File: src/sv/sha1_message_digest_top_macros.svh
// ----------------------------------------------------------------------------
// SHA-1 digest assertion macros
// Shared same-cycle and next-cycle implication checks.
// ----------------------------------------------------------------------------
`ifndef SHA1_MESSAGE_DIGEST_TOP_MACROS_SVH
`define SHA1_MESSAGE_DIGEST_TOP_MACROS_SVH

// consequent must hold in the same cycle as the antecedent
`define SHA1MD_ASSERT_SAME(lbl, clk, rst, ante, cons) \
   lbl: assert property (@(posedge clk) disable iff (rst) (ante) |-> (cons)) \
      else $error("sha1md: same-cycle check failed");

// consequent must hold in the cycle after the antecedent
`define SHA1MD_ASSERT_NEXT(lbl, clk, rst, ante, cons) \
   lbl: assert property (@(posedge clk) disable iff (rst) (ante) |=> (cons)) \
      else $error("sha1md: next-cycle check failed");

`endif

File: src/sv/sha1md_pkg.sv
// ----------------------------------------------------------------------------
// sha1md_pkg
// Types, constants and helper functions shared by the SHA-1 digest block.
// ----------------------------------------------------------------------------
package sha1md_pkg;

   localparam int BYTE_W    = 8;
   localparam int WORD_W    = 32;
   localparam int NUM_WORDS = 16;
   localparam int BLOCK_W   = NUM_WORDS * WORD_W;
   localparam int CNT_W     = 64;
   localparam int NUM_CHAIN = 5;
   localparam int ROUNDS    = 80;
   localparam int STAGE_LEN = 20;
   localparam int POS_W     = 6;
   localparam int ROUND_W   = 7;
   localparam int IDX_W     = 3;

   localparam logic [BYTE_W-1:0]  PAD_BYTE   = 8'h80;
   localparam logic [POS_W-1:0]   LEN_POS    = 6'd56;
   localparam logic [POS_W-1:0]   LEN_BYTES  = 6'(CNT_W / BYTE_W);
   localparam logic [POS_W-1:0]   POS_LAST   = '1;
   localparam logic [ROUND_W-1:0] LAST_ROUND = ROUND_W'(ROUNDS - 1);
   localparam logic [IDX_W-1:0]   LAST_INDEX = IDX_W'(NUM_CHAIN - 1);
   localparam logic [CNT_W-1:0]   BITS_PER_BYTE = CNT_W'(BYTE_W);

   localparam logic [NUM_CHAIN-1:0][WORD_W-1:0] IV_VALUES = {
      32'hC3D2E1F0, 32'h10325476, 32'h98BADCFE, 32'hEFCDAB89, 32'h67452301
   };

   typedef enum logic [2:0] {
      ST_IDLE,
      ST_ROUND,
      ST_FOLD,
      ST_PAD,
      ST_EMIT
   } state_type;

   typedef enum logic [1:0] {
      SRC_DATA,
      SRC_PAD,
      SRC_ZERO
   } byte_src_type;

   typedef enum logic [1:0] {
      STAGE_CH,
      STAGE_PAR1,
      STAGE_MAJ,
      STAGE_PAR2
   } stage_type;

   typedef struct packed {
      logic         shift_byte;
      byte_src_type src;
      logic         count_bits;
      logic         load_len;
      logic         load_vars;
      logic         do_round;
      logic         fold;
      logic         emit_next;
      logic         reinit;
   } dp_cmd_type;

   typedef struct packed {
      logic pos_last;
      logic pos_len;
      logic round_last;
      logic word_last;
   } dp_status_type;

   function automatic stage_type round_stage(input logic [ROUND_W-1:0] t);
      stage_type s;
      if (t < ROUND_W'(STAGE_LEN))          s = STAGE_CH;
      else if (t < ROUND_W'(2 * STAGE_LEN)) s = STAGE_PAR1;
      else if (t < ROUND_W'(3 * STAGE_LEN)) s = STAGE_MAJ;
      else                                  s = STAGE_PAR2;
      return s;
   endfunction

   function automatic logic [WORD_W-1:0] round_k(input stage_type s);
      logic [WORD_W-1:0] k;
      unique case (s)
         STAGE_CH:   k = 32'h5A827999;
         STAGE_PAR1: k = 32'h6ED9EBA1;
         STAGE_MAJ:  k = 32'h8F1BBCDC;
         STAGE_PAR2: k = 32'hCA62C1D6;
         default:    k = 32'h5A827999;
      endcase
      return k;
   endfunction

endpackage

File: src/sv/sha1md_datapath.sv
// ----------------------------------------------------------------------------
// sha1md_datapath
// Block shift line, message schedule, round unit, chaining values, counters.
// ----------------------------------------------------------------------------
module sha1md_datapath import sha1md_pkg::*; (
   input  logic                clock,
   input  logic                reset,
   input  dp_cmd_type          cmd,
   input  logic [BYTE_W-1:0]   data_byte,
   output dp_status_type       status,
   output logic [WORD_W-1:0]   digest_word,
   output logic [IDX_W-1:0]    word_index,
   output logic                last_word
);

   // block words, word 0 in the top bits; bytes and schedule words shift in low
   logic [BLOCK_W-1:0]                window_ff, window_in;
   logic [POS_W-1:0]                  pos_ff;
   logic [CNT_W-1:0]                  bits_ff;
   logic [NUM_CHAIN-1:0][WORD_W-1:0]  chain_ff;
   logic [WORD_W-1:0]                 a_ff, b_ff, c_ff, d_ff, e_ff;
   logic [ROUND_W-1:0]                round_ff;
   logic [IDX_W-1:0]                  index_ff;

   logic [BYTE_W-1:0] byte_val;
   logic [WORD_W-1:0] w0, w2, w8, w13, w_mix, w_next;
   logic [WORD_W-1:0] f_val, temp;
   stage_type         stage;

   assign w0  = window_ff[BLOCK_W - 1              -: WORD_W];
   assign w2  = window_ff[BLOCK_W - 1 - 2 * WORD_W  -: WORD_W];
   assign w8  = window_ff[BLOCK_W - 1 - 8 * WORD_W  -: WORD_W];
   assign w13 = window_ff[BLOCK_W - 1 - 13 * WORD_W -: WORD_W];
   assign w_mix  = w13 ^ w8 ^ w2 ^ w0;
   assign w_next = {w_mix[WORD_W-2:0], w_mix[WORD_W-1]};

   assign stage = round_stage(round_ff);

   always_comb begin
      unique case (stage)
         STAGE_CH:   f_val = (b_ff & c_ff) | (~b_ff & d_ff);
         STAGE_MAJ:  f_val = (b_ff & c_ff) | (b_ff & d_ff) | (c_ff & d_ff);
         default:    f_val = b_ff ^ c_ff ^ d_ff;
      endcase
   end

   assign temp = {a_ff[WORD_W-6:0], a_ff[WORD_W-1:WORD_W-5]} + f_val + e_ff
                 + round_k(stage) + w0;

   always_comb begin
      unique case (cmd.src)
         SRC_DATA: byte_val = data_byte;
         SRC_PAD:  byte_val = PAD_BYTE;
         default:  byte_val = '0;
      endcase
   end

   always_comb begin
      priority if (cmd.shift_byte) window_in = {window_ff[BLOCK_W-BYTE_W-1:0], byte_val};
      else if (cmd.load_len)       window_in = {window_ff[BLOCK_W-CNT_W-1:0], bits_ff};
      else if (cmd.do_round)       window_in = {window_ff[BLOCK_W-WORD_W-1:0], w_next};
      else                         window_in = window_ff;
   end

   always_ff @(posedge clock) begin
      window_ff <= window_in;
   end

   // round variables
   always_ff @(posedge clock) begin
      if (cmd.load_vars) begin
         a_ff <= chain_ff[0];
         b_ff <= chain_ff[1];
         c_ff <= chain_ff[2];
         d_ff <= chain_ff[3];
         e_ff <= chain_ff[4];
      end else if (cmd.do_round) begin
         a_ff <= temp;
         b_ff <= a_ff;
         c_ff <= {b_ff[1:0], b_ff[WORD_W-1:2]};
         d_ff <= c_ff;
         e_ff <= d_ff;
      end
   end

   always_ff @(posedge clock) begin
      if (reset) begin
         round_ff <= '0;
      end else if (cmd.load_vars) begin
         round_ff <= '0;
      end else if (cmd.do_round) begin
         round_ff <= round_ff + ROUND_W'(1);
      end
   end

   // chaining values, bit count, byte slot, output index
   always_ff @(posedge clock) begin
      if (reset || cmd.reinit) begin
         chain_ff <= IV_VALUES;
         bits_ff  <= '0;
         pos_ff   <= '0;
         index_ff <= '0;
      end else begin
         if (cmd.fold) begin
            chain_ff[0] <= chain_ff[0] + a_ff;
            chain_ff[1] <= chain_ff[1] + b_ff;
            chain_ff[2] <= chain_ff[2] + c_ff;
            chain_ff[3] <= chain_ff[3] + d_ff;
            chain_ff[4] <= chain_ff[4] + e_ff;
         end
         if (cmd.count_bits) bits_ff <= bits_ff + BITS_PER_BYTE;
         if (cmd.shift_byte)    pos_ff <= pos_ff + POS_W'(1);
         else if (cmd.load_len) pos_ff <= pos_ff + LEN_BYTES;
         if (cmd.emit_next) index_ff <= index_ff + IDX_W'(1);
      end
   end

   assign status.pos_last   = (pos_ff == POS_LAST);
   assign status.pos_len    = (pos_ff == LEN_POS);
   assign status.round_last = (round_ff == LAST_ROUND);
   assign status.word_last  = (index_ff == LAST_INDEX);

   assign digest_word = chain_ff[index_ff];
   assign word_index  = index_ff;
   assign last_word   = status.word_last;

endmodule

File: config.mk
export PLATFORM = sky130hd
export DESIGN_NAME = sha1md_datapath
export DESIGN_NICKNAME = d
export VERILOG_FILES = /design/src/sv/sha1_message_digest_top_macros.svh /design/src/sv/sha1md_pkg.sv /design/src/sv/sha1md_datapath.sv
export SDC_FILE = /design/constraint.sdc
export NUM_CORES = 2
export LEC_CHECK = 0
export BUFFER_PORTS_ARGS = -buffer_cell sky130_fd_sc_hd__buf_2
export CELL_PAD_IN_SITES_DETAIL_PLACEMENT = 1
export CELL_PAD_IN_SITES_GLOBAL_PLACEMENT = 1
export CORE_ASPECT_RATIO = 1.75
export CORE_MARGIN = 3
export CORE_UTILIZATION = 45
export CTS_CLUSTER_DIAMETER = 30
export DETAILED_ROUTE_END_ITERATION = 8
export GPL_TIMING_DRIVEN = 1
export PLACE_DENSITY_LB_ADDON = 0.1
export SYNTH_ARGS = -nofsm -noshare
export SYNTH_HDL_FRONTEND = slang
export SYNTH_SLANG_ARGS = --single-unit
File: constraint.sdc
create_clock -name clock -period 16 [get_ports clock]
set_input_delay 0.8 -clock clock [delete_from_list [all_inputs] [get_ports clock]]
set_output_delay 0.8 -clock clock [all_outputs]
set_load 0.01 [all_outputs]
## After elaboration in Yosys (flattened, before gate mapping)

Index checks and enable logic that the tools add are counted.

| operators by class | value |
|---|---|
| $add $sub $neg | 14 |
| magnitude comparators | 4 |
| eq/ne operators | 8 |
| multiplexer cells | 23 |
| bitwise logic cells | 13 |
| reduce and logical (&&, ||, !) cells | 7 |

Operator list:

| operator | number |
|---|---|
| $mux W512 | 3 |
| $mux W32 | 11 |
| $add A32 B32 Y32 | 9 |
| $xor A32 B32 Y32 | 5 |
| $and A32 B32 Y32 | 4 |
| $pmux W32 S4 | 1 |
| $bmux W32 S3 | 1 |
| $or A32 B32 Y32 | 3 |
| $add A64 B4 Y64 const B | 1 |
| $pmux W32 S2 | 1 |
| $not A32 Y32 | 1 |
| $pmux W8 S2 | 1 |
| $lt A7 B6 Y1 const B | 2 |
| $eq A6 B6 Y1 const B | 2 |
| $mux W6 | 2 |
| $add A7 B1 Y7 const B | 1 |
| $eq A7 B7 Y1 const B | 1 |
| $lt A7 B5 Y1 const B | 1 |
| $add A6 B1 Y6 const B | 1 |
| $add A6 B4 Y6 const B | 1 |
| $eq A2 B1 Y1 const B | 2 |
| $eq A2 B2 Y1 const B | 2 |
| $logic_not A2 Y1 | 2 |
| $lt A3 B4 Y1 const B | 1 |
| other kinds (8) | 10 |

| storage, ports and cells | value |
|---|---|
| flip-flop bits (word level) | 912 |

## Longest topological paths before layout

| logic depth | value |
|---|---|
| depth after elaboration | 12 |
| mapped depth | 27 |
| gate-level depth less buffers | 24 |

## Least setup slack after synthesis

No wires, ideal clock.

| path | value |
|---|---|
| path type | input to register |
| start | in cmd[9] (netlist bit) |
| end | reg window_ff[0], enable pin |
| setup time | 0.909 ns |
| arrival time | 12.263 ns |
| required time | 15.091 ns |
| setup slack | 2.828 ns |
| stages on the path | 3 |
| buffers on the path | 2 |
| cells stage by stage | clkbuf_1 buf_1 or3_1 |

| on the way | value |
|---|---|
| cells in the longest elaborated chain, start to end | 1 |

Ends and longest elaborated chain:

| item | line | text |
|---|---|---|
| start, declared | sha1md_datapath.sv:8 | `input dp_cmd_type cmd,` |
| $reduce_bool A3 Y1 (no line) | -- |  |
| end signal, assigned | sha1md_datapath.sv:66 | `window_ff <= window_in;` |
| end, declared | sha1md_datapath.sv:17 | `logic [BLOCK_W-1:0] window_ff, window_in;` |

Every way passes these cells.
A chain may end at the register's enable or synchronous reset.

## Worst setup path in the final report

| path | value |
|---|---|
| start | reg round_ff[4] |
| end | reg a_ff[31] (data pin) |

| on the way | value |
|---|---|
| cells in the longest elaborated chain, start to end | 12 |
| elaborated cells on any way between the ends | 18 |
| those cells by class | add/sub (4); order compare (3); eq/ne (3); mux (7); reduce/logical (1) |

Ends and longest elaborated chain:

| item | line | text |
|---|---|---|
| start, declared | sha1md_datapath.sv:22 | `logic [ROUND_W-1:0] round_ff;` |
| start signal, assigned | sha1md_datapath.sv:92 | `round_ff <= round_ff + ROUND_W'(1);` |
| $lt A7 B6 Y1 | sha1md_pkg.sv:75 | `else if (t < ROUND_W'(3 * STAGE_LEN)) s = STAGE_MAJ;` |
| $mux W1 | sha1md_pkg.sv:75 |  |
| $mux W2 | sha1md_pkg.sv:74 | `else if (t < ROUND_W'(2 * STAGE_LEN)) s = STAGE_PAR1;` |
| $mux W2 * | sha1md_pkg.sv:73 | `if (t < ROUND_W'(STAGE_LEN)) s = STAGE_CH;` |
| $eq A2 B2 Y1 / $logic_not A2 Y1 (equally long branches) | sha1md_pkg.sv:82, sha1md_datapath.sv:40 |  |
| $pmux W32 S2 | sha1md_datapath.sv:40 | `unique case (stage)` |
| $add A32 B32 Y32 (2 in series) | sha1md_datapath.sv:47 | `assign temp = {a_ff[WORD_W-6:0], a_ff[WORD_W-1:WORD_W-5]} + f_val + e_ff` |
| $add A32 B32 Y32 * (2 in series) | sha1md_datapath.sv:48 | `+ round_k(stage) + w0;` |
| $mux W32 * | sha1md_datapath.sv:77 | `end else if (cmd.do_round) begin` |
| $mux W32 * | sha1md_datapath.sv:71 | `if (cmd.load_vars) begin` |
| end signal, assigned | sha1md_datapath.sv:72 | `a_ff <= chain_ff[0];` |
| end signal, assigned | sha1md_datapath.sv:78 | `a_ff <= temp;` |
| end, declared | sha1md_datapath.sv:21 | `logic [WORD_W-1:0] a_ff, b_ff, c_ff, d_ff, e_ff;` |

Every way passes the cells marked *; elsewhere a longest branch is shown, timed or not. The select of a mux whose other input is x is not followed.

==> reports/metrics.csv <==
metric,value,unit
fin_area,63700,um^2
max_freq,156,MHz
power,12.2,mW
p_leak,26.2,nW
rsz0062_at_grt,false,
firstDrtPassIters,5,
syn_area,56100,um^2
synth_area_leaders,"edfxtp_1, mux2i_1, dfxtp_1",
grt-ovfl-total,0,
slew_viol_final,0,
grt_max_degree,188,
hold_slack,363,ps
ir_worst_vdd,126,uV
worstSkewPairLatency,790,ps
n_fill_cell,13500,
relSlewSlack,18.7,%
ant_nets,0,
vias_per_cell,5.81,
die_area,129000,um^2
die_w,273,um
tns,0,ps
nets,5997,
required,16520,ps
cts_tree,built,
htreeDepth,4,
min-delay-path-class,primary input to register,
period_minus_slack,6430,ps
yosysTopAreaCellShare,36.0,%
power_density,192,nW/um^2
post_cts_buffers,0,
clock_skew,30.8,ps
ctsResizeCount,0,
start_util,45.5,%
grt_usage,28.1,%
ys_seq_elements,909,
arrival,6950,ps
port_buffers,59,
root_buffer,clkbuf_16,
route.detailed.wl_per_inst,24.6,um
cts_sinks,909,
drc,0,
fp.dieH,473,um
critPathMaxFanout,30,
synth-seq-area-share,44.4,%
hold_violations,0,
syn_nets,6025,
synthFlopType,edfxtp_1,
gp_congestion,0.919,
grt_first_pass_wirelength,278,mm
netlist_instances,5675,
postCtsHoldBufs,0,
place_hpwl,132,mm
syn_avg_cell_area,9.88,um^2
core-area,123000,um^2
synth-edff-count,672,
clkTransAtPathRegs,50,ps
status,"finished, final reports clean",
drive_above_1_share,8.53,%
drv_cap,0,
synth_common_cells,"nand2_1, o21ai_0, edfxtp_1, mux2i_1, inv_1",
synth_most_common_cell,nand2_1,
yosysWarnings,0,
area.growth.synth_to_final,13.6,%
end_kind,register,
setup_viol,0,
drt_iter0_markers,2581,
crit_type,register to register,
via_count,43100,
cts_buffers,172,
post_dp_cell_area,57700,um^2
num_io_pins,60,
synth.largest_area_cell,edfxtp_1,
cp-start-kind,register,
grt_pass1_vias,46600,
antenna_found_initial,1,
wl,183,mm
clock_path_buffers,3,
synthArstFlopShare,0,%
rows,170,
tightest_slew,1220,ps
netlist-cell-type-count,89,
final_core_util,51.7,%
fin_crit_sh,40.2,%
## cell usage in the layout (no fill, tap or decap), types with 20 or more instances in the layout
master and instances:
buf_4 36, clkbuf_16 184, nand4_1 27, clkinvlp_4 22, o22ai_1 33, fa_1 125, clkinv_2 22, ha_1 205
and3_1 33, o21ai_0 824, a21o_1 101, nor2_1 300, a211oi_1 28, nor2b_1 21, nand3_1 74, o21a_1 27
a21oi_1 215, inv_1 323, nor3_1 40, xor2_1 99, mux2_2 35, nand2_1 865, xnor2_1 198, dfxtp_1 235
o21bai_1 22, buf_2 55, bufinv_16 20, mux2i_1 568, mux4_2 32, a31oi_1 21, edfxtp_1 672
## metal layers
layer  global-route usage, %  routed length, um  vias up
met5                       0                  0        -
met4                    16.6              11900        0
met3                    3.65               5500      435
met2                    53.0              98000      844
met1                    29.4              67200    21700
li1                        -                  -    20200
## final timing paths
path	endpoint	from	slack, ps	cells past startpoint
worst max-delay path	a_ff[31]$_DFFE_PP_	round_ff[4]$_SDFFE_PP0P_	9570	25
worst min-delay path	word_index[0]$_SDFFE_PP0P_	cmd[1]	360	3
worst max register to register	a_ff[31]$_DFFE_PP_	round_ff[4]$_SDFFE_PP0P_	9570	25
worst min register to register	chain_ff[115]$_SDFFE_PP0P_	chain_ff[115]$_SDFFE_PP0P_	520	2
## area by class of cell
type / count / area (um^2) / share of cell area (%)
Multi-Input combinational cell: 4140 / 28800 / 45.2
Inverter: 325 / 1220 / 1.92
Timing Repair Buffer: 99 / 682 / 1.07
Antenna cell: 1 / 2.50 / 0.00393
Sequential cell: 909 / 24900 / 39.1
Tap cell: 1634 / 2040 / 3.21
Clock inverter: 109 / 1210 / 1.91
Clock buffer: 210 / 4800 / 7.54
## metrics by stage
stage / cells / worst slack [ps]
3_5_place_dp: 7107 / 9650
4_1_cts: 7426 / 9600
3_3_place_gp: 7107 / 9870
2_1_floorplan: 5675 / 2830
5_1_grt: 7427 / 9110
6_report: 7427 / 9570
## sequential cells by signal, indices dropped and copies added, names as in the netlist
register    cells
d_ff           32
e_ff           32
bits_ff        61
chain_ff      160
window_ff     512
a_ff           32
c_ff           32
pos_ff          6
round_ff        7
word_index      3
b_ff           32
## cell families (layout without fill, tap and decap cells)
| family | count (synthesis) | in the layout | synth area share, % |
|---|---|---|---|
| XOR/XNOR | 297 | 297 | 4.64 |
| multiplexers | 635 | 635 | 12.1 |
| adder cells (fa/ha/maj) | 330 | 330 | 9.03 |
| AO/OA/AOI/OAI | 1406 | 1406 | 14.4 |
| AND/OR/NAND/NOR | 1472 | 1472 | 11.1 |
| other | 0 | 1 | 0 |
| flip-flops | 909 | 909 | 44.4 |
| buffers and inverters | 626 | 743 | 4.25 |
## worst max-delay path, cell delays in order, from the launching register on
cell,delay (ps)
dfxtp_1,390
nor2_1,240
inv_1,70
a21oi_1,350
inv_1,200
ha_1,280
inv_1,60
buf_4,380
o22ai_1,130
nor2_1,120
a21oi_1,80
fa_1,490
fa_1,530
ha_1,190
inv_1,60
fa_1,400
nor2b_1,130
o21ai_1,90
a21boi_1,290
o311ai_0,160
nand3_1,220
o22ai_2,160
o21ai_1,350
a2111oi_4,160
o311a_1,350
a211o_1,260
## where the power goes
part	switching (mW)	internal, mW
logic	2.73	1.98
clock network	1.33	2.46
registers	0.588	3.17
Power figures use the tool's default switching activity.
