### src/sv/sha1_message_digest_top_macros.svh
// ----------------------------------------------------------------------------
// SHA-1 digest assertion macros
// Shared same-cycle and next-cycle implication checks.
// ----------------------------------------------------------------------------
`ifndef SHA1_MESSAGE_DIGEST_TOP_MACROS_SVH
`define SHA1_MESSAGE_DIGEST_TOP_MACROS_SVH

// consequent must hold in the same cycle as the antecedent
`define SHA1MD_ASSERT_SAME(lbl, clk, rst, ante, cons) \
   lbl: assert property (@(posedge clk) disable iff (rst) (ante) |-> (cons)) \
      else $error("sha1md: same-cycle check failed");

// consequent must hold in the cycle after the antecedent
`define SHA1MD_ASSERT_NEXT(lbl, clk, rst, ante, cons) \
   lbl: assert property (@(posedge clk) disable iff (rst) (ante) |=> (cons)) \
      else $error("sha1md: next-cycle check failed");

`endif

### src/sv/sha1md_pkg.sv
// ----------------------------------------------------------------------------
// sha1md_pkg
// Types, constants and helper functions shared by the SHA-1 digest block.
// ----------------------------------------------------------------------------
package sha1md_pkg;

   localparam int BYTE_W    = 8;
   localparam int WORD_W    = 32;
   localparam int NUM_WORDS = 16;
   localparam int BLOCK_W   = NUM_WORDS * WORD_W;
   localparam int CNT_W     = 64;
   localparam int NUM_CHAIN = 5;
   localparam int ROUNDS    = 80;
   localparam int STAGE_LEN = 20;
   localparam int POS_W     = 6;
   localparam int ROUND_W   = 7;
   localparam int IDX_W     = 3;

   localparam logic [BYTE_W-1:0]  PAD_BYTE   = 8'h80;
   localparam logic [POS_W-1:0]   LEN_POS    = 6'd56;
   localparam logic [POS_W-1:0]   LEN_BYTES  = 6'(CNT_W / BYTE_W);
   localparam logic [POS_W-1:0]   POS_LAST   = '1;
   localparam logic [ROUND_W-1:0] LAST_ROUND = ROUND_W'(ROUNDS - 1);
   localparam logic [IDX_W-1:0]   LAST_INDEX = IDX_W'(NUM_CHAIN - 1);
   localparam logic [CNT_W-1:0]   BITS_PER_BYTE = CNT_W'(BYTE_W);

   localparam logic [NUM_CHAIN-1:0][WORD_W-1:0] IV_VALUES = {
      32'hC3D2E1F0, 32'h10325476, 32'h98BADCFE, 32'hEFCDAB89, 32'h67452301
   };

   typedef enum logic [2:0] {
      ST_IDLE,
      ST_ROUND,
      ST_FOLD,
      ST_PAD,
      ST_EMIT
   } state_type;

   typedef enum logic [1:0] {
      SRC_DATA,
      SRC_PAD,
      SRC_ZERO
   } byte_src_type;

   typedef enum logic [1:0] {
      STAGE_CH,
      STAGE_PAR1,
      STAGE_MAJ,
      STAGE_PAR2
   } stage_type;

   typedef struct packed {
      logic         shift_byte;
      byte_src_type src;
      logic         count_bits;
      logic         load_len;
      logic         load_vars;
      logic         do_round;
      logic         fold;
      logic         emit_next;
      logic         reinit;
   } dp_cmd_type;

   typedef struct packed {
      logic pos_last;
      logic pos_len;
      logic round_last;
      logic word_last;
   } dp_status_type;

   function automatic stage_type round_stage(input logic [ROUND_W-1:0] t);
      stage_type s;
      if (t < ROUND_W'(STAGE_LEN))          s = STAGE_CH;
      else if (t < ROUND_W'(2 * STAGE_LEN)) s = STAGE_PAR1;
      else if (t < ROUND_W'(3 * STAGE_LEN)) s = STAGE_MAJ;
      else                                  s = STAGE_PAR2;
      return s;
   endfunction

   function automatic logic [WORD_W-1:0] round_k(input stage_type s);
      logic [WORD_W-1:0] k;
      unique case (s)
         STAGE_CH:   k = 32'h5A827999;
         STAGE_PAR1: k = 32'h6ED9EBA1;
         STAGE_MAJ:  k = 32'h8F1BBCDC;
         STAGE_PAR2: k = 32'hCA62C1D6;
         default:    k = 32'h5A827999;
      endcase
      return k;
   endfunction

endpackage

### src/sv/sha1md_ctrl.sv
// ----------------------------------------------------------------------------
// sha1md_ctrl
// Sequencer: byte intake, padding, round loop, fold and digest output.
// ----------------------------------------------------------------------------
module sha1md_ctrl import sha1md_pkg::*; (
   input  logic          clock,
   input  logic          reset,
   input  logic          req_valid,
   input  logic          req_byte_present,
   input  logic          req_final_item,
   input  logic          rsp_ready,
   input  dp_status_type status,
   output logic          req_ready,
   output logic          rsp_valid,
   output dp_cmd_type    cmd
);

   state_type state_ff, state_in;
   logic      fin_ff, fin_in;        // final item seen, padding pending
   logic      sent80_ff, sent80_in;  // marker byte already inserted
   logic      len_ff, len_in;        // length block loaded

   always_ff @(posedge clock) begin
      if (reset) begin
         state_ff  <= ST_IDLE;
         fin_ff    <= 1'b0;
         sent80_ff <= 1'b0;
         len_ff    <= 1'b0;
      end else begin
         state_ff  <= state_in;
         fin_ff    <= fin_in;
         sent80_ff <= sent80_in;
         len_ff    <= len_in;
      end
   end

   // next state
   always_comb begin
      state_in = state_ff;
      unique case (state_ff)
         ST_IDLE: begin
            if (req_valid) begin
               if (req_byte_present && status.pos_last) state_in = ST_ROUND;
               else if (req_final_item)                 state_in = ST_PAD;
            end
         end
         ST_ROUND: begin
            if (status.round_last) state_in = ST_FOLD;
         end
         ST_FOLD: begin
            if (len_ff)      state_in = ST_EMIT;
            else if (fin_ff) state_in = ST_PAD;
            else             state_in = ST_IDLE;
         end
         ST_PAD: begin
            if (!sent80_ff) begin
               if (status.pos_last) state_in = ST_ROUND;
            end else if (status.pos_len || status.pos_last) begin
               state_in = ST_ROUND;
            end
         end
         ST_EMIT: begin
            if (rsp_ready && status.word_last) state_in = ST_IDLE;
         end
         default: state_in = ST_IDLE;
      endcase
   end

   // outputs and commands
   always_comb begin
      cmd       = '0;
      cmd.src   = SRC_DATA;
      fin_in    = fin_ff;
      sent80_in = sent80_ff;
      len_in    = len_ff;
      req_ready = 1'b0;
      rsp_valid = 1'b0;
      unique case (state_ff)
         ST_IDLE: begin
            req_ready = 1'b1;
            if (req_valid) begin
               fin_in = req_final_item;
               if (req_byte_present) begin
                  cmd.shift_byte = 1'b1;
                  cmd.count_bits = 1'b1;
                  cmd.load_vars  = status.pos_last;
               end
            end
         end
         ST_ROUND: begin
            cmd.do_round = 1'b1;
         end
         ST_FOLD: begin
            cmd.fold = 1'b1;
         end
         ST_PAD: begin
            if (!sent80_ff) begin
               cmd.shift_byte = 1'b1;
               cmd.src        = SRC_PAD;
               cmd.load_vars  = status.pos_last;
               sent80_in      = 1'b1;
            end else if (status.pos_len) begin
               cmd.load_len  = 1'b1;
               cmd.load_vars = 1'b1;
               len_in        = 1'b1;
            end else begin
               cmd.shift_byte = 1'b1;
               cmd.src        = SRC_ZERO;
               cmd.load_vars  = status.pos_last;
            end
         end
         ST_EMIT: begin
            rsp_valid = 1'b1;
            if (rsp_ready) begin
               cmd.emit_next = 1'b1;
               if (status.word_last) begin
                  cmd.reinit = 1'b1;
                  fin_in     = 1'b0;
                  sent80_in  = 1'b0;
                  len_in     = 1'b0;
               end
            end
         end
         default: ;
      endcase
   end

endmodule

### config.mk
export PLATFORM = sky130hd
export DESIGN_NAME = sha1md_ctrl
export DESIGN_NICKNAME = d
export VERILOG_FILES = /design/src/sv/sha1_message_digest_top_macros.svh /design/src/sv/sha1md_pkg.sv /design/src/sv/sha1md_ctrl.sv
export SDC_FILE = /design/constraint.sdc
export NUM_CORES = 1
export LEC_CHECK = 0
export ABC_CLOCK_PERIOD_IN_PS = 3500
export BUFFER_PORTS_ARGS = -buffer_cell sky130_fd_sc_hd__buf_2
export CORE_AREA = 2 2 39 41
export DETAILED_ROUTE_END_ITERATION = 8
export DIE_AREA = 0 0 41 43
export GPL_TIMING_DRIVEN = 0
export PLACE_DENSITY = 0.68
export SKIP_CTS_REPAIR_TIMING = 1
export SKIP_LAST_GASP = 1
export SLEW_MARGIN = 20
export SYNTH_ARGS = -nofsm -noshare
export SYNTH_HDL_FRONTEND = slang
export SYNTH_SLANG_ARGS = --single-unit
### constraint.sdc
create_clock -name clock -period 3.5 [get_ports clock]
set_input_delay 0.175 -clock clock [delete_from_list [all_inputs] [get_ports clock]]
set_output_delay 0.175 -clock clock [all_outputs]
set_load 0.05 [all_outputs]
# Word-level counts from Yosys, hierarchy flattened
# Index checks and enable logic that the tools add are counted.
# op_classes
n_addsub	0
multipliers	0
div	0
order_cmp	0
eq_ne	14
shifts	0
muxes	41
bitwise_logic	0
reduce_logical	10
# ops
operator	count
2-to-1 mux 3 bit	11
2-to-1 mux 1 bit	20
one-hot mux 3 bit (5 select lines)	1
inequality test 2 bit, second input constant	7
one-hot mux 1 bit (2 select lines)	5
inequality test 3 bit, second input constant	3
2-to-1 mux 2 bit	4
== test 3 x 2 -> 1 bit, second input constant	2
AND reduction 6 bit	1
AND reduction 5 bit	1
AND reduction 4 bit	1
nonzero test 2 bit	2
== test 3 x 1 -> 1 bit, second input constant	1
== test 3 bit, second input constant	1
logical NOT 3 bit	1
AND reduction 3 bit	1
logical AND 1 bit	2
logical OR 1 bit	1
# word_totals
regBits	6
latch_bits	0
ramBits	0
rom_bits	0
memories	0

# Logic depth before layout (Yosys ltp)
# Gate-level depths: netlist (run 1).
# depth
depth_word	4
mapped_depth	7
ltp_nobuf	6

# Worst setup path after synthesis (run 1)
# No wires, ideal clock.
# synth_timing
kind	reg-to-output
start	register state_ff[2]
end	output port cmd[4] in the netlist's numbering
t_arrival_ns	2.500
required_time_ns	3.325
slack_ns	0.825
stages_incl_launch_ff	6
path_buffers	1
cell_sequence	dfxtp_1 -> buf_6 -> nor3_2 -> and3_1 -> o21ai_1 -> o21ai_0
# synth_lines
item	line	text
start, declared	sha1md_ctrl.sv:18	state_type state_ff, state_in;
start signal, assigned	sha1md_ctrl.sv:30	state_ff <= state_in;
end, declared	sha1md_ctrl.sv:15	output dp_cmd_type cmd

==> results of run 1 <==
-- area by class of cell --
cell class | instances | area (um^2)
timing repair buffer | 21 | 105.1
fill | 162 | 815.8
multi-input combinational | 43 | 272.8
sequential | 6 | 120.1
tap | 16 | 20.02
buffer | 2 | 16.27
clock buffer | 3 | 22.52
inverter | 3 | 11.26
-- cells in the mapped netlist, types with 2 or more instances --
library cell  instances  share of area (%)
nor2_1                7                6.3
inv_1                 2                1.8
dfxtp_1               6                 29
nor3_1                2                2.4
nand4_1               2                3.0
nand3b_1              3                5.4
nand2_1               4                3.6
a31oi_1               3                4.5
a21oi_1               4                4.8
o21ai_0               2                2.4
-- through the flow --
stage | utilization [%] | cells | setup slack [ns]
after detailed placement | 39.42 | 91 | 1.904
after CTS | 41.05 | 94 | 1.627
after global placement | 39.42 | 91 | 1.909
final | 41.05 | 94 | 1.652
after floorplan | - | 54 | 0.8254
after global routing | 41.05 | 94 | 1.522
-- power by group through the flow --
stage	registers [mW]	clock network (mW)	logic, mW
after detailed placement	0.0866	0	0.168
after global placement	0.0862	0	0.168
final	0.0854	0.0622	0.169
after floorplan	0.0844	0	0.134
after global routing	0.0866	0.0679	0.181
after CTS	0.0853	0.0664	0.169
-- cell families after synthesis --
kind of cell    Yosys count
simple gates             26
flops                     6
mux                       1
compound gates           16
buf+inv                   5
-- registers in the layout, indices dropped and copies added, names as in the netlist --
signal and count:
len_ff 1, state_ff 3, sent80_ff 1, fin_ff 1
-- worst max-delay path by stage --
stage          depth (start not counted)      to  slack [ns]                startpoint
6_report                               6  cmd[4]        1.65  state_ff[2]$_SDFFE_PP0P_
5_1_grt                                6  cmd[4]        1.52  state_ff[2]$_SDFFE_PP0P_
4_1_cts                                6  cmd[4]        1.63  state_ff[2]$_SDFFE_PP0P_
3_5_place_dp                           6  cmd[4]        1.90  state_ff[2]$_SDFFE_PP0P_
3_3_place_gp                           6  cmd[4]        1.91  state_ff[2]$_SDFFE_PP0P_
2_1_floorplan                          5  cmd[4]        0.83  state_ff[2]$_SDFFE_PP0P_
-- layer usage --
layer | share of wire [%] | global-route usage (%) | vias up
met5 | 0 | 0 | -
met4 | 1.2 | 8.000 | 0
met3 | 8.1 | 5.236 | 6
met2 | 45 | 20.31 | 26
met1 | 45 | 16.72 | 208
li1 | - | - | 248
==> qor.txt, run 1 <==
status = finished clean
Worst-Margin Slew = 0.3444 ns
r2r endpoint = state_ff[0]$_SDFFE_PP0P_
WL final = 1.105 mm
post-route ant nets = 0
largest family of logic cells by synthesized area = simple AND/OR/NAND/NOR gates
Critical Path Fanout Max = 9
required time worst endpoint = 3.32 ns
FP Rows = 14
NumNets Final = 90
root buffer cell = clkbuf_4
Synth Area in Simple Gates = 36.90%
Hold Crit Endpoint = sent80_ff$_SDFFE_PP0P_
Avg Cell Area, Syn = 7.785 um^2
EDFF count, synth = 0
Avg WL per Cell = 11.76 um
post-DR vias/cell = 5.191
Residual DRC = 0
Max Cap Violations = 0
commonest cells after routing, fill and taps aside = buf_2 (22), nor2_1 (7), dfxtp_1 (6)
CP delay by family, top = simple AND/OR/NAND/NOR gates
PD cells = 557.4 mW/mm^2
leading cell type in the layout, fill and taps excluded = buf_2
Synth Instances = 54
hpwl dp = 855.6 um
Seq pwr share = 27.0%
cell depth of the worst hold path = 2
asr flop ratio synth = 0%
VDD IR max = 0.2108 mV
Final Max Slew Viols = 0
Mapped Area = 420.4 um^2
post-synthesis mux area share = 2.381%
# IOs = 22
setup slack, reg-to-reg = 2.12 ns
FF-to-FF Start = state_ff[0]$_SDFFE_PP0P_
Starting DRT DRC Count = 16
CP endpoint kind = primary output
DRT Pass-1 Iters = 5
CP Class = flop to primary output
xor-xnor portion of the synthesized cell area = 0%
clock sink count = 6
CTS Buf Count = 3
Tcrit/Tclk final = 52.79%
Worst Hold Launch = reset
vias in the first global route = 421
fin crit period = 1.848 ns
Area Overhead vs Synth = 35.12%
endpoints failing hold = 0
Hold Path Class = input pin to flop
switching part of the total = 47.70%
count of port buffers added during placement = 21
WP buf/inv = 2
die area = 0.001763 mm^2
Synth Flop Type = dfxtp_1
arrival time worst endpoint = 1.67 ns
Synth Net Count = 64
critical-path cell list = buf_6 -> nor3_2 -> and3_1 -> o21ai_1 -> o21ai_0 -> buf_2
Starting Density = 30.38%
Total GRT Usage = 13.96%
Netlist cell types = 29
Setup TNS = 0 ns
CTS clk-pin slew, worst paths = 0.04 ns
first-pass GRT wire length = 1.676 mm
core area = 0.001384 mm^2
clock share of power = 19.6%
setup violators final = 0
startpoint types = flop
Pint = 0.1656 mW
antenna cells = 0
CP peak stage delay = 0.34 ns
largest net degree at the start of global routing = 10
clock skew = 0.001635 ns
Worst path slowest cell = nor3_2
Clock Latency Late Sink = 0.24 ns
relative slew slack = 76.91%
synthesis-stage register bit count = 6
die extent in y = 43 um
CTS H-tree depth = 1
gpl congestion = 0.8126
Comb power frac = 53.4%
grt ovf = 0
post-synthesis sequential area ratio = 28.57%
clk buf depth = 2
cells on worst reg2reg path = 7
P_leak = 0.2727 nW
Vias = 488
Yosys warning count = 0
Die W = 41 um
area post-placement = 545.5 um^2
total chip power = 0.3166 mW
initial antenna violation count = 0
fraction of layout cells with a size suffix above 1 = 38.46%
Synth Area in Adders = 0%
CTS tree = built
Compound-Gate Fraction of Synth Area = 25.60%
Min Hold Slack = 0.1861 ns
post-route cell area = 568.0 um^2
Switch Pwr = 0.1510 mW
Fmax = 0.5412 GHz
unrepaired setup endpoints after global routing = false
Note: power is estimated with default switching activity, not from simulation.
==> run 2: changes to the inputs <==
--- a/config.mk
+++ b/config.mk
@@ -5,13 +5,13 @@
 export SDC_FILE = /design/constraint.sdc
 export NUM_CORES = 1
 export LEC_CHECK = 0
-export ABC_CLOCK_PERIOD_IN_PS = 3500
+export ABC_CLOCK_PERIOD_IN_PS = 1600
 export BUFFER_PORTS_ARGS = -buffer_cell sky130_fd_sc_hd__buf_2
 export CORE_AREA = 2 2 39 41
 export DETAILED_ROUTE_END_ITERATION = 8
 export DIE_AREA = 0 0 41 43
 export GPL_TIMING_DRIVEN = 0
-export PLACE_DENSITY = 0.68
+export PLACE_DENSITY = 0.71
 export SKIP_CTS_REPAIR_TIMING = 1
 export SKIP_LAST_GASP = 1
 export SLEW_MARGIN = 20
==> constraint.sdc (replaced) <==
create_clock -name clock -period 1.6 [get_ports clock]
set_input_delay 0.08 -clock clock [delete_from_list [all_inputs] [get_ports clock]]
set_output_delay 0.08 -clock clock [all_outputs]
set_load 0.05 [all_outputs]
==> run 2 against run 1 <==
Against the previous run:
- sequential power rose by 130%
- sequential share of layout area down 1.9 points
- via count up 5.9%
- critical endpoint unchanged
- combinational power increased to 2.6 times the previous value
- first-iteration DRC count up 25%
- final cell count up 2.1%
- largest power group unchanged
==> qor.txt, run 2 (synthesis gave the netlist of run 1 again) <==
FF-to-FF Start = state_ff[2]$_SDFFE_PP0P_
NumNets Final = 92
cell depth of the worst hold path = 2
Pint = 0.4180 mW
Critical Path Fanout Max = 9
largest net degree at the start of global routing = 10
fin crit period = 1.565 ns
post-route cell area = 630.6 um^2
CTS H-tree depth = 1
area post-placement = 586.8 um^2
Vias = 517
P_leak = 0.2874 nW
Hold Crit Endpoint = fin_ff$_SDFFE_PP0P_
CP peak stage delay = 0.30 ns
# IOs = 22
clock share of power = 16.9%
startpoint types = flop
initial antenna violation count = 0
Clock Latency Late Sink = 0.24 ns
unrepaired setup endpoints after global routing = true
critical-path cell list = buf_6 -> nor3_4 -> and3_4 -> o21ai_1 -> o21ai_2 -> buf_4
Place WS = 0.1718 ns
die area = 0.001763 mm^2
CTS tree = built
endpoints failing hold = 0
Die W = 41 um
root buffer cell = clkbuf_4
post-DR vias/cell = 5.385
Area Overhead vs Synth = 50.00%
Final Max Slew Viols = 0
Register Area = 121.4 um^2
CTS Buf Count = 3
commonest cells after routing, fill and taps aside = buf_2 (19), nor2_1 (6), dfxtp_1 (5)
die extent in y = 43 um
Avg WL per Cell = 12.63 um
FILL cells = 146
required time worst endpoint = 1.52 ns
max reg flops = 3
CP delay by family, top = simple AND/OR/NAND/NOR gates
PD cells = 1222 mW/mm^2
FP Rows = 14
Fmax = 0.6390 GHz
fraction of layout cells with a size suffix above 1 = 48.75%
Final WS setup = 0.03515 ns
WP buf/inv = 2
arrival time worst endpoint = 1.48 ns
total chip power = 0.7708 mW
WL final = 1.212 mm
VDD IR max = 0.3883 mV
Switch Pwr = 0.3528 mW
Largest Register = state_ff
gpl congestion = 0.8096
Seq pwr share = 25.3%
Starting DRT DRC Count = 20
status = finished clean
vias in the first global route = 423
Residual DRC = 0
setup violators final = 0
clock skew = 0.003224 ns
Worst path slowest cell = dfxtp_1
Finished Layout Cells = 96
antenna cells = 0
post-route ant nets = 0
relative slew slack = 82.64%
Tcrit/Tclk final = 97.80%
grt ovf = 0
count of port buffers added during placement = 21
Worst-Margin Slew = 0.2596 ns
Hold Path Class = input pin to flop
Max Cap Violations = 0
Placed Cells = 91
switching part of the total = 45.77%
setup slack, reg-to-reg = 0.18 ns
clk buf depth = 2
Starting Density = 30.38%
Total GRT Usage = 14.47%
Comb power frac = 57.8%
hpwl dp = 893.8 um
core area = 0.001384 mm^2
clock sink count = 6
CP Class = flop to primary output
Worst Hold Launch = reset
r2r endpoint = state_ff[0]$_SDFFE_PP0P_
CTS clk-pin slew, worst paths = 0.04 ns
first-pass GRT wire length = 1.725 mm
CP endpoint kind = primary output
leading cell type in the layout, fill and taps excluded = buf_2
DRT Pass-1 Iters = 4
cells on worst reg2reg path = 7
multi-input logic area = 307.8 um^2
-- run 2: area by class of cell --
cell class / count / share of cell area, %
multi-input cells: 43 / 48.81
repair buffers: 23 / 19.84
flip-flops and latches: 6 / 19.25
clock buffers: 3 / 3.571
plain buffers: 2 / 3.571
well taps: 16 / 3.175
inverters: 3 / 1.786
-- run 2: worst reg2reg max path, cell delays in order (launching register included) --
cell,delay (ns)
dfxtp_1,0.30
buf_6,0.14
nor3_4,0.23
buf_4,0.16
buf_4,0.10
a22oi_2,0.07
a31o_1,0.22
a31oi_1,0.13
-- run 2: worst max-delay path by stage --
stage                  end                startpoint  cells after the start
global placement    cmd[4]  state_ff[0]$_SDFFE_PP0P_                      6
detailed placement  cmd[4]  state_ff[0]$_SDFFE_PP0P_                      6
CTS                 cmd[4]  state_ff[0]$_SDFFE_PP0P_                      6
finish              cmd[4]  state_ff[2]$_SDFFE_PP0P_                      6
global route        cmd[4]  state_ff[2]$_SDFFE_PP0P_                      6
floorplan           cmd[4]  state_ff[0]$_SDFFE_PP0P_                      5
-- run 2: routing by layer --
layer | vias to the layer above | global-route usage (%) | wire length, um
met5 | - | 0 | 0
met4 | 0 | 4.000 | 8
met3 | 2 | 7.853 | 83
met2 | 22 | 21.25 | 612
met1 | 239 | 17.74 | 508
li1 | 254 | - | -
-- run 2: stage by stage --
step	setup TNS (ns)	hold slack [ns]	utilization, %
4_1_cts	-0.1577	0.07781	44.03
3_3_place_gp	0	0.3285	42.41
2_1_floorplan	-0.3139	0.1491	-
3_5_place_dp	0	0.3346	42.41
6_report	0	0.08845	45.57
5_1_grt	-0.04909	0.08456	45.57
-- run 2: power by group through the flow --
stage | combinational [mW] | clock [mW] | sequential [mW]
2_1_floorplan | 0.331 | 0 | 0.189
3_3_place_gp | 0.404 | 0 | 0.194
3_5_place_dp | 0.407 | 0 | 0.195
4_1_cts | 0.409 | 0.139 | 0.192
5_1_grt | 0.474 | 0.150 | 0.196
6_report | 0.445 | 0.130 | 0.195
==> run 3: changes to the inputs <==
--- a/config.mk
+++ b/config.mk
@@ -10,7 +10,6 @@
 export CORE_AREA = 2 2 39 41
 export DETAILED_ROUTE_END_ITERATION = 8
 export DIE_AREA = 0 0 41 43
-export GPL_TIMING_DRIVEN = 0
 export PLACE_DENSITY = 0.71
 export SKIP_CTS_REPAIR_TIMING = 1
 export SKIP_LAST_GASP = 1
==> run 3 against run 2 <==
Against the previous run:
- combinational power decreased by 13%
- sequential power up 13%
- die area unchanged
- routed wire length is 0.17% lower
- final cell count shrank 2.1%
- critical path depth shrank 3
- non-clock buffer count shrank 2
- via count rose by 1.4%
- register-to-register slack gained 0.11 ns
- clock skew grew 0.0043 ns
- sequential share of layout area is 1.1 points higher
- sequential cell count did not move
- critical endpoint is now cmd[8]
- largest cell class unchanged
==> qor.txt, run 3 (synthesis gave the netlist of run 1 again) <==
P_leak = 0.2754 nW
Setup TNS = 0 ns
Largest Register = state_ff
max reg flops = 3
initial antenna violation count = 0
Final WS setup = 0.08212 ns
first-pass GRT wire length = 1.945 mm
Starting DRT DRC Count = 10
setup violators final = 0
FP Rows = 14
Vias = 524
# IOs = 22
Die W = 41 um
fraction of layout cells with a size suffix above 1 = 50.00%
startpoint types = flop
fin crit period = 1.518 ns
vias in the first global route = 485
count of port buffers added during placement = 21
switching part of the total = 47.02%
critical-path cell list = nand3b_1 -> nor3b_2 -> buf_2
Fmax = 0.6588 GHz
Pint = 0.3974 mW
clock share of power = 18.6%
WL final = 1.210 mm
Final Max Slew Viols = 0
NumNets Final = 90
die area = 0.001763 mm^2
required time worst endpoint = 1.52 ns
CP endpoint kind = primary output
WP buf/inv = 1
unrepaired setup endpoints after global routing = true
post-route ant nets = 0
Place WS = 0.1871 ns
Avg WL per Cell = 12.87 um
DRT Pass-1 Iters = 4
core area = 0.001384 mm^2
hpwl dp = 955.1 um
CTS H-tree depth = 1
VDD IR max = 0.3833 mV
Starting Density = 30.38%
leading cell type in the layout, fill and taps excluded = buf_2
Critical Path Fanout Max = 9
clock sink count = 6
status = finished clean
die extent in y = 43 um
Min Hold Slack = 0.08014 ns
Clock Latency Late Sink = 0.25 ns
Max Cap Violations = 0
relative slew slack = 82.22%
commonest cells after routing, fill and taps aside = buf_2 (20), nor2_1 (6), nand2_1 (4), a21oi_1 (4), clkbuf_4 (4)
Switch Pwr = 0.3527 mW
CTS clk-pin slew, worst paths = 0.05 ns
post-DR vias/cell = 5.574
CP peak stage delay = 0.46 ns
Finished Layout Cells = 94
largest net degree at the start of global routing = 10
antenna cells = 0
Residual DRC = 0
Tcrit/Tclk final = 94.87%
endpoints failing hold = 0
Placed Cells = 90
Worst-Margin Slew = 0.2659 ns
FILL cells = 158
root buffer cell = clkbuf_4
PD cells = 1233 mW/mm^2
CP delay by family, top = flip-flops
Total GRT Usage = 16.10%
Worst path slowest cell = dfxtp_2
Seq pwr share = 29.5%
clk buf depth = 2
grt ovf = 0
Comb power frac = 51.9%
Area Overhead vs Synth = 44.64%
arrival time worst endpoint = 1.44 ns
Hold Path Class = input pin to flop
gpl congestion = 0.8245
CTS Buf Count = 3
CP Class = flop to primary output
CTS tree = built
clock skew = 0.007548 ns
run 3: cell types whose count changed in the layout (fill, tap and decap cells not counted), sizes merged:
cell and change:
buf -2
run 3: metrics by stage:
stage / power (mW) / util, % / area [um^2]
final: 0.7500 / 43.94 / 608.1
after global routing: 0.7937 / 43.94 / 608.1
after CTS: 0.7472 / 42.95 / 594.3
after detailed placement: 0.6038 / 41.32 / 571.8
after global placement: 0.5959 / 41.32 / 571.8
after floorplan: 0.5209 / - / 461.7
run 3: power by group through the flow:
stage               registers [mW]  logic [mW]  clock network, mW
floorplan                    0.189       0.331                  0
global placement             0.217       0.379                  0
detailed placement           0.220       0.384                  0
CTS                          0.217       0.385              0.145
global route                 0.224       0.416              0.155
finish                       0.221       0.389              0.140
run 3: layer usage:
layer,track usage [%],up-vias,wire length (um)
met5,0,-,0
met4,4.667,0,10
met3,6.806,2,92
met2,25.31,18,622
met1,19.09,248,485
li1,-,256,-
run 3: path summary, 6_finish.rpt:
kind                            start                       end  slack (ns)  cells past startpoint
max          state_ff[0]$_SDFFE_PP0P_                    cmd[8]        0.08                      3
min                             reset  state_ff[0]$_SDFFE_PP0P_        0.08                      2
max reg2reg  state_ff[0]$_SDFFE_PP0P_  state_ff[0]$_SDFFE_PP0P_        0.29                      4
min reg2reg       fin_ff$_SDFFE_PP0P_       fin_ff$_SDFFE_PP0P_        0.50                      2
run 3: area by class of cell:
class | instances | area (um^2) | area share [%]
clock buffer | 3 | 22.52 | 3.704
inverter | 3 | 11.26 | 1.852
multi-input combinational | 43 | 307.8 | 50.62
sequential | 6 | 123.9 | 20.37
tap | 16 | 20.02 | 3.292
timing repair buffer | 23 | 122.6 | 20.16
